<file path="config.mk">
export PLATFORM = sky130hd
export DESIGN_NAME = dpb_cfg_regs
export DESIGN_NICKNAME = d
export VERILOG_FILES = /design/src/hw/rtl/dpb_pkg.sv /design/src/hw/rtl/dpb_cfg_regs.sv
export SDC_FILE = /design/constraint.sdc
export NUM_CORES = 1
export LEC_CHECK = 0
export ABC_AREA = 0
export BUFFER_PORTS_ARGS = -buffer_cell sky130_fd_sc_hd__buf_4
export CAP_MARGIN = 15
export CORE_ASPECT_RATIO = 0.6
export CORE_MARGIN = 1.5
export CORE_UTILIZATION = 25
export DETAILED_ROUTE_END_ITERATION = 6
export GPL_ROUTABILITY_DRIVEN = 0
export PLACE_DENSITY = 0.56
export SETUP_SLACK_MARGIN = 0.4
export SLEW_MARGIN = 20
export SYNTH_ARGS = -nofsm -noshare
export SYNTH_HDL_FRONTEND = slang
export SYNTH_SLANG_ARGS = --single-unit
</file>
<file path="constraint.sdc">
create_clock -name i_clk -period 4.57 [get_ports i_clk]
set_clock_uncertainty 0.15 [all_clocks]
set_input_delay 0.914 -clock i_clk [delete_from_list [all_inputs] [get_ports i_clk]]
set_output_delay 0.914 -clock i_clk [all_outputs]
set_load 0.05 [all_outputs]
</file>
<file path="src/hw/rtl/dpb_pkg.sv">
// ============================================================================
// dpb_pkg
// Shared widths, register map, payload types and saturation helper for the
// depth pixel back-projection block.
// ============================================================================
package dpb_pkg;

    localparam int PIX_W     = 12;
    localparam int DEPTH_W   = 16;
    localparam int COLOR_W   = 8;
    localparam int WORLD_W   = 32;
    localparam int RECIP_W   = 25;
    localparam int HALF_W    = 16;
    localparam int COEF_W    = 16;
    localparam int POSE_W    = 64;
    localparam int PP_W      = 32;

    localparam int APB_DATA_W = 64;
    localparam int APB_ADDR_W = 6;
    localparam int REG_IDX_W  = 3;
    localparam int REG_LSB    = 3;

    // Signed half-pixel offset; holds 2u - cx for 12-bit coordinates and a 16-bit cx.
    localparam int DX_W      = 18;
    localparam int RXP_W     = DX_W + RECIP_W + 1;
    localparam int RX_SHIFT  = 11;
    localparam int RX_W      = 32;
    localparam int ZP_W      = DEPTH_W + RECIP_W;
    localparam int Z_SHIFT   = 8;
    localparam int ZQ_W      = ZP_W + 1 - Z_SHIFT;
    localparam int Z_W       = 31;
    localparam int CAM_W     = 64;
    localparam int Q_SHIFT   = 14;
    localparam int PPROD_W   = COEF_W + WORLD_W;
    localparam int T_SHIFT   = 20;
    localparam int ACC_W     = 51;

    localparam logic [REG_IDX_W-1:0] REG_POSE_X    = 3'd0;
    localparam logic [REG_IDX_W-1:0] REG_POSE_Y    = 3'd1;
    localparam logic [REG_IDX_W-1:0] REG_POSE_Z    = 3'd2;
    localparam logic [REG_IDX_W-1:0] REG_PRINCIPAL = 3'd3;
    localparam logic [REG_IDX_W-1:0] REG_INV_FX    = 3'd4;
    localparam logic [REG_IDX_W-1:0] REG_INV_FY    = 3'd5;
    localparam logic [REG_IDX_W-1:0] REG_INV_DS    = 3'd6;
    localparam logic [REG_IDX_W-1:0] REG_MAX_DEPTH = 3'd7;

    localparam logic [POSE_W-1:0]  RST_POSE_X    = 64'h4000_0000_0000_0000;
    localparam logic [POSE_W-1:0]  RST_POSE_Y    = 64'h0000_4000_0000_0000;
    localparam logic [POSE_W-1:0]  RST_POSE_Z    = 64'h0000_0000_4000_0000;
    localparam logic [PP_W-1:0]    RST_PRINCIPAL = 32'h028B_01FB;
    localparam logic [RECIP_W-1:0] RST_INV_FX    = 25'd32388;
    localparam logic [RECIP_W-1:0] RST_INV_FY    = 25'd32326;
    localparam logic [RECIP_W-1:0] RST_INV_DS    = 25'd16777;
    localparam logic [DEPTH_W-1:0] RST_MAX_DEPTH = 16'd7000;

    typedef struct packed {
        logic [POSE_W-1:0]  pose_x;
        logic [POSE_W-1:0]  pose_y;
        logic [POSE_W-1:0]  pose_z;
        logic [PP_W-1:0]    principal;
        logic [RECIP_W-1:0] inv_fx;
        logic [RECIP_W-1:0] inv_fy;
        logic [RECIP_W-1:0] inv_ds;
        logic [DEPTH_W-1:0] max_depth;
    } t_cfg;

    typedef struct packed {
        logic [COLOR_W-1:0] blue;
        logic [COLOR_W-1:0] green;
        logic [COLOR_W-1:0] red;
    } t_color;

    typedef struct packed {
        logic [PIX_W-1:0]   column;
        logic [PIX_W-1:0]   row;
        logic [DEPTH_W-1:0] raw_depth;
        t_color             color;
    } t_pixel;

    typedef struct packed {
        logic signed [WORLD_W-1:0] x;
        logic signed [WORLD_W-1:0] y;
        logic signed [WORLD_W-1:0] z;
        t_color                    color;
    } t_point;

    function automatic logic signed [WORLD_W-1:0] sat32(input logic signed [63:0] v);
        logic signed [63:0] hi;
        logic signed [63:0] lo;
        hi = 64'sh0000_0000_7FFF_FFFF;
        lo = -64'sh0000_0000_8000_0000;
        if (v > hi) begin
            return hi[WORLD_W-1:0];
        end else if (v < lo) begin
            return lo[WORLD_W-1:0];
        end
        return v[WORLD_W-1:0];
    endfunction

endpackage

</file>
<file path="src/hw/rtl/dpb_cfg_regs.sv">
// ============================================================================
// dpb_cfg_regs
// APB register file holding the camera intrinsics, depth limits and pose.
// ============================================================================
module dpb_cfg_regs import dpb_pkg::*; (
    input  logic                  i_clk,
    input  logic                  i_rst_n,
    input  logic                  psel,
    input  logic                  penable,
    input  logic                  pwrite,
    input  logic [APB_ADDR_W-1:0] paddr,
    input  logic [APB_DATA_W-1:0] pwdata,
    output logic [APB_DATA_W-1:0] prdata,
    output logic                  pready,
    output t_cfg                  o_cfg
);

    t_cfg                 r_cfg;
    logic [REG_IDX_W-1:0] w_idx;
    logic                 w_wr;

    assign w_idx  = paddr[REG_LSB +: REG_IDX_W];
    assign w_wr   = psel && penable && pwrite;
    assign pready = 1'b1;
    assign o_cfg  = r_cfg;

    always_ff @(posedge i_clk) begin
        if (!i_rst_n) begin
            r_cfg.pose_x    <= RST_POSE_X;
            r_cfg.pose_y    <= RST_POSE_Y;
            r_cfg.pose_z    <= RST_POSE_Z;
            r_cfg.principal <= RST_PRINCIPAL;
            r_cfg.inv_fx    <= RST_INV_FX;
            r_cfg.inv_fy    <= RST_INV_FY;
            r_cfg.inv_ds    <= RST_INV_DS;
            r_cfg.max_depth <= RST_MAX_DEPTH;
        end else if (w_wr) begin
            case (w_idx)
                REG_POSE_X:    r_cfg.pose_x    <= pwdata;
                REG_POSE_Y:    r_cfg.pose_y    <= pwdata;
                REG_POSE_Z:    r_cfg.pose_z    <= pwdata;
                REG_PRINCIPAL: r_cfg.principal <= pwdata[PP_W-1:0];
                REG_INV_FX:    r_cfg.inv_fx    <= pwdata[RECIP_W-1:0];
                REG_INV_FY:    r_cfg.inv_fy    <= pwdata[RECIP_W-1:0];
                REG_INV_DS:    r_cfg.inv_ds    <= pwdata[RECIP_W-1:0];
                default:       r_cfg.max_depth <= pwdata[DEPTH_W-1:0];
            endcase
        end
    end

    always_comb begin
        case (w_idx)
            REG_POSE_X:    prdata = r_cfg.pose_x;
            REG_POSE_Y:    prdata = r_cfg.pose_y;
            REG_POSE_Z:    prdata = r_cfg.pose_z;
            REG_PRINCIPAL: prdata = APB_DATA_W'(r_cfg.principal);
            REG_INV_FX:    prdata = APB_DATA_W'(r_cfg.inv_fx);
            REG_INV_FY:    prdata = APB_DATA_W'(r_cfg.inv_fy);
            REG_INV_DS:    prdata = APB_DATA_W'(r_cfg.inv_ds);
            default:       prdata = APB_DATA_W'(r_cfg.max_depth);
        endcase
    end

endmodule

</file>
Yosys cells after proc, flatten, opt, wreduce, memory -nomap -nowiden --
Cells that the tools add are included.
Storage, ports and cells: flip-flop bits (word level) 315, input bits 75, output and inout port bits 380, word-level logic and storage cells 28
Operators by class: equal/unequal tests 6, mux-type cells 1, bitwise logic cells 1, reductions and logical operators 12
Operators by type and width (number):
- one-hot mux 64 bit (7 select lines) | 1
- AND reduction 2 bit | 8
- equality test 3 bit (second input constant) | 3
- OR reduction 7 bit | 1
- equality test 3 x 2 -> 1 bit (second input constant) | 2
- equality test 3 x 1 -> 1 bit (second input constant) | 1
- zero test 3 bit | 1
- logical AND 1 bit | 2
- NOT 1 bit | 1

Depth between registers and ports, before layout --
depth in word-level cells 4, depth in mapped cells 7, gate-level depth less buffers 3

Worst setup path before layout --
Ideal clock, no wire load.
kind input port to output port, start point input paddr[4], end point output prdata[17], data arrival time 2.847 ns, data required time 3.506 ns, setup slack 0.659 ns, stages on the path 5, path buffers 2, cells stage by stage buf_2 buf_2 nor2b_1 a22oi_1 o21ai_0
On the way: longest elaborated chain between the ends 2, elaborated cells between the ends (all ways) 8, classes of those cells 6 x eq/ne; 1 x mux; 1 x reduce/logical
RTL lines:
- start: declaration | line dpb_cfg_regs.sv:11 | input logic [APB_ADDR_W-1:0] paddr,
- equality test 3 bit, or another cell as far along | line dpb_cfg_regs.sv:52 | case (w_idx)
- one-hot mux 64 bit (7 select lines) * | line dpb_cfg_regs.sv:52
- end: declaration | line dpb_cfg_regs.sv:13 | output logic [APB_DATA_W-1:0] prdata,
Mark *: on every way between the ends. The rest lies on a longest branch, timed or not.

Worst setup path in the final report --
start point input paddr[4], end point output prdata[12]
Same word-level chain as after synthesis.

==> out/metrics.yaml <==
start_util: 0.252
leakage_nw: 8.34
ys_types: 38
final_common_cell: "buf_4"
drive_above_1_share: 0.335
dieArea_um2: 57600
largest_reg_flops: 315
num_io_pins: 455
final_cell_mix: "494 x buf_4, 336 x nand2_1, 315 x dfxtp_1, 276 x mux2i_1, 65 x nor2_1"
avgSynthCellArea_um2: 9.46
cpMostUsedCell: "buf_4"
r2r_end: "o_cfg[108]"
status: "finished clean"
path_clk_slew_ps: 50
path_max_fanout: 25
ys.warnings.count: 0
path_cells: "buf_4 -> buf_4 -> mux2_2 -> a221oi_1 -> o22ai_1 -> buf_4"
grt_pass1_vias: 12600
drv_cap: 0
syn2layout_area_growth_pct: 39.3
setup_violations: 0
dpl.hpwl_um: 39000
worst_pin_slew_ps: 1050
final-hold-violation-count: 0
hold_class: "flip-flop to flip-flop"
cts_max_level: 2
tns_ps: 0
synth_area_leader_cell: "dfxtp_1"
slew_headroom: 0.292
power_density_nw_per_um2: 334
cp-end-kind: "output pin"
clk_path_buf_depth: 3
drt-total-wl_um: 56400
synth_area_leaders: "dfxtp_1 45%, mux2i_1 20%, nand2_1 9.1%"
ant_nets: 0
synth-seq-cells: 315
finalInstanceArea_um2: 19500
crit_path_max_incr_delay_ps: 430
grt_max_degree: 122
cp_num_buf_inv: 3
rsz0062_at_grt: "false"
critPathTopFamily: "buffers and inverters"
cts_setup_buffers: 0
drt-initial-drc-count: 919
drt_drc_violations_left: 0
post_drt_wl_per_cell_um: 21.1
antenna_found_initial: 0
fin_util: 0.351
slew_viol_final: 0
ctsResizeCount: 0
cp-startpoint: "paddr[4]"
yosysSeqAreaShare: 0.449
syn_area_um2: 14000
ir_drop_v: 0.000202
cts.root.buffer_cell: "clkbuf_16"
nNetsFinal: 1965
fmax_mhz: 263
clock_sinks: 315
grt_pass1_wl_um: 83000
numCtsBuffers: 35
grt_use_total: 0.187
grt-ovfl-total: 0
crit_path_start_kind: "input port"
fin_crit_sh: 0.831
crit_path_end: "prdata[12]"
viasPerCell: 4.85
dieWidth_um: 309
slowest_stage: "buf_4"
die_h_um: 187
postCtsHoldBufs: 0
placed_cell_area_um2: 18300
vias: 13000
drt-pass1-iter-count: 5
rows: 67
netlist_instances: 1483
syn-num-nets: 1558
synth.top_cell.area_share: 0.449
fin_crit_ps: 3800
core_area_um2: 55700
r2r-start: "o_cfg[108]"
worstSetupPathType: "input port to output pin"
rr_worst_depth: 2
crit_required_ps: 3510
insertion_delay_ps: 520
rrSetupSlack_ps: 3650
tritoncts: "done"
arrival_ps: 2730
path_depth: 6
portBuffers: 450
## per-layer routing
layer / track usage / wire length, µm / up-vias
met2: 0.289 / 25200 / 472
li1: - / - / 6011
met3: 0.0427 / 4100 / 84
met4: 0.0405 / 1120 / 0
met5: 0 / 0 / -
met1: 0.265 / 26000 / 6397
## stage by stage
stage / setup slack [ps] / std cells / hold slack, ps / power, mW
6_report: 773 / 2675 / 322 / 6.54
2_1_floorplan: 659 / 1483 / 530 / 3.24
4_1_cts: 747 / 2674 / 325 / 6.62
3_3_place_gp: 757 / 2612 / 307 / 3.49
5_1_grt: 664 / 2674 / 336 / 6.77
3_5_place_dp: 754 / 2612 / 310 / 3.50
## layout make-up
class	count	area [µm²]
Multi-Input combinational cell	1011	7070
Fill cell	5676	36100
Inverter	24	90.1
Clock inverter	11	189
Timing Repair Buffer	503	3880
Sequential cell	315	6310
Tap cell	759	950
Clock buffer	51	1060
Antenna cell	1	2.50
## kinds of logic after synthesis
group	share of synthesized area
flops	0.449
simple gates	0.141
other cells	0.000267
buf+inv	0.0497
compound gates	0.0997
mux	0.260
## Yosys cell counts
master / n
a21oi_1: 3
a221oi_1: 10
a22oi_1: 55
a2bb2oi_1: 16
a31oi_1: 28
and2_0: 1
and4_1: 1
buf_1: 8
buf_2: 38
buf_4: 16
clkbuf_1: 71
conb_1: 1
dfxtp_1: 315
inv_1: 24
mux2_2: 55
mux2i_1: 276
mux4_2: 12
nand2_1: 339
nand2b_1: 2
nand3_1: 16
nand3_2: 1
nand4_1: 5
nand4b_4: 1
nor2_1: 66
nor2_2: 1
nor2_4: 1
nor2b_1: 16
nor3_1: 2
nor3b_2: 2
nor4b_1: 14
o211a_1: 2
o211ai_1: 23
o21ai_0: 37
o22ai_1: 6
o311ai_0: 13
o311ai_1: 1
o31ai_1: 4
or3_1: 1
## how the worst min path moves through the flow
stage	from	to	slack [ps]	cells after the start
after global routing	o_cfg[291]	o_cfg[291]	340	2
after floorplan	o_cfg[251]	o_cfg[251]	530	2
after detailed placement	o_cfg[127]	o_cfg[127]	310	2
after global placement	o_cfg[169]	o_cfg[169]	310	2
final	o_cfg[209]	o_cfg[209]	320	2
after CTS	o_cfg[129]	o_cfg[129]	320	2
## worst reg2reg max path, cell delays in order, from the launching register on
cell and delay [ps]:
dfxtp_1 360, o21ai_0 80, o311ai_0 150
## where the power goes
group | leakage [nW] | internal (mW) | switching (mW)
Combinational | 5.19 | 0.198 | 0.450
Sequential | 2.54 | 2.77 | 0.0207
Clock | 0.608 | 1.89 | 1.21
No activity file was read; power rests on OpenSTA's default activity.
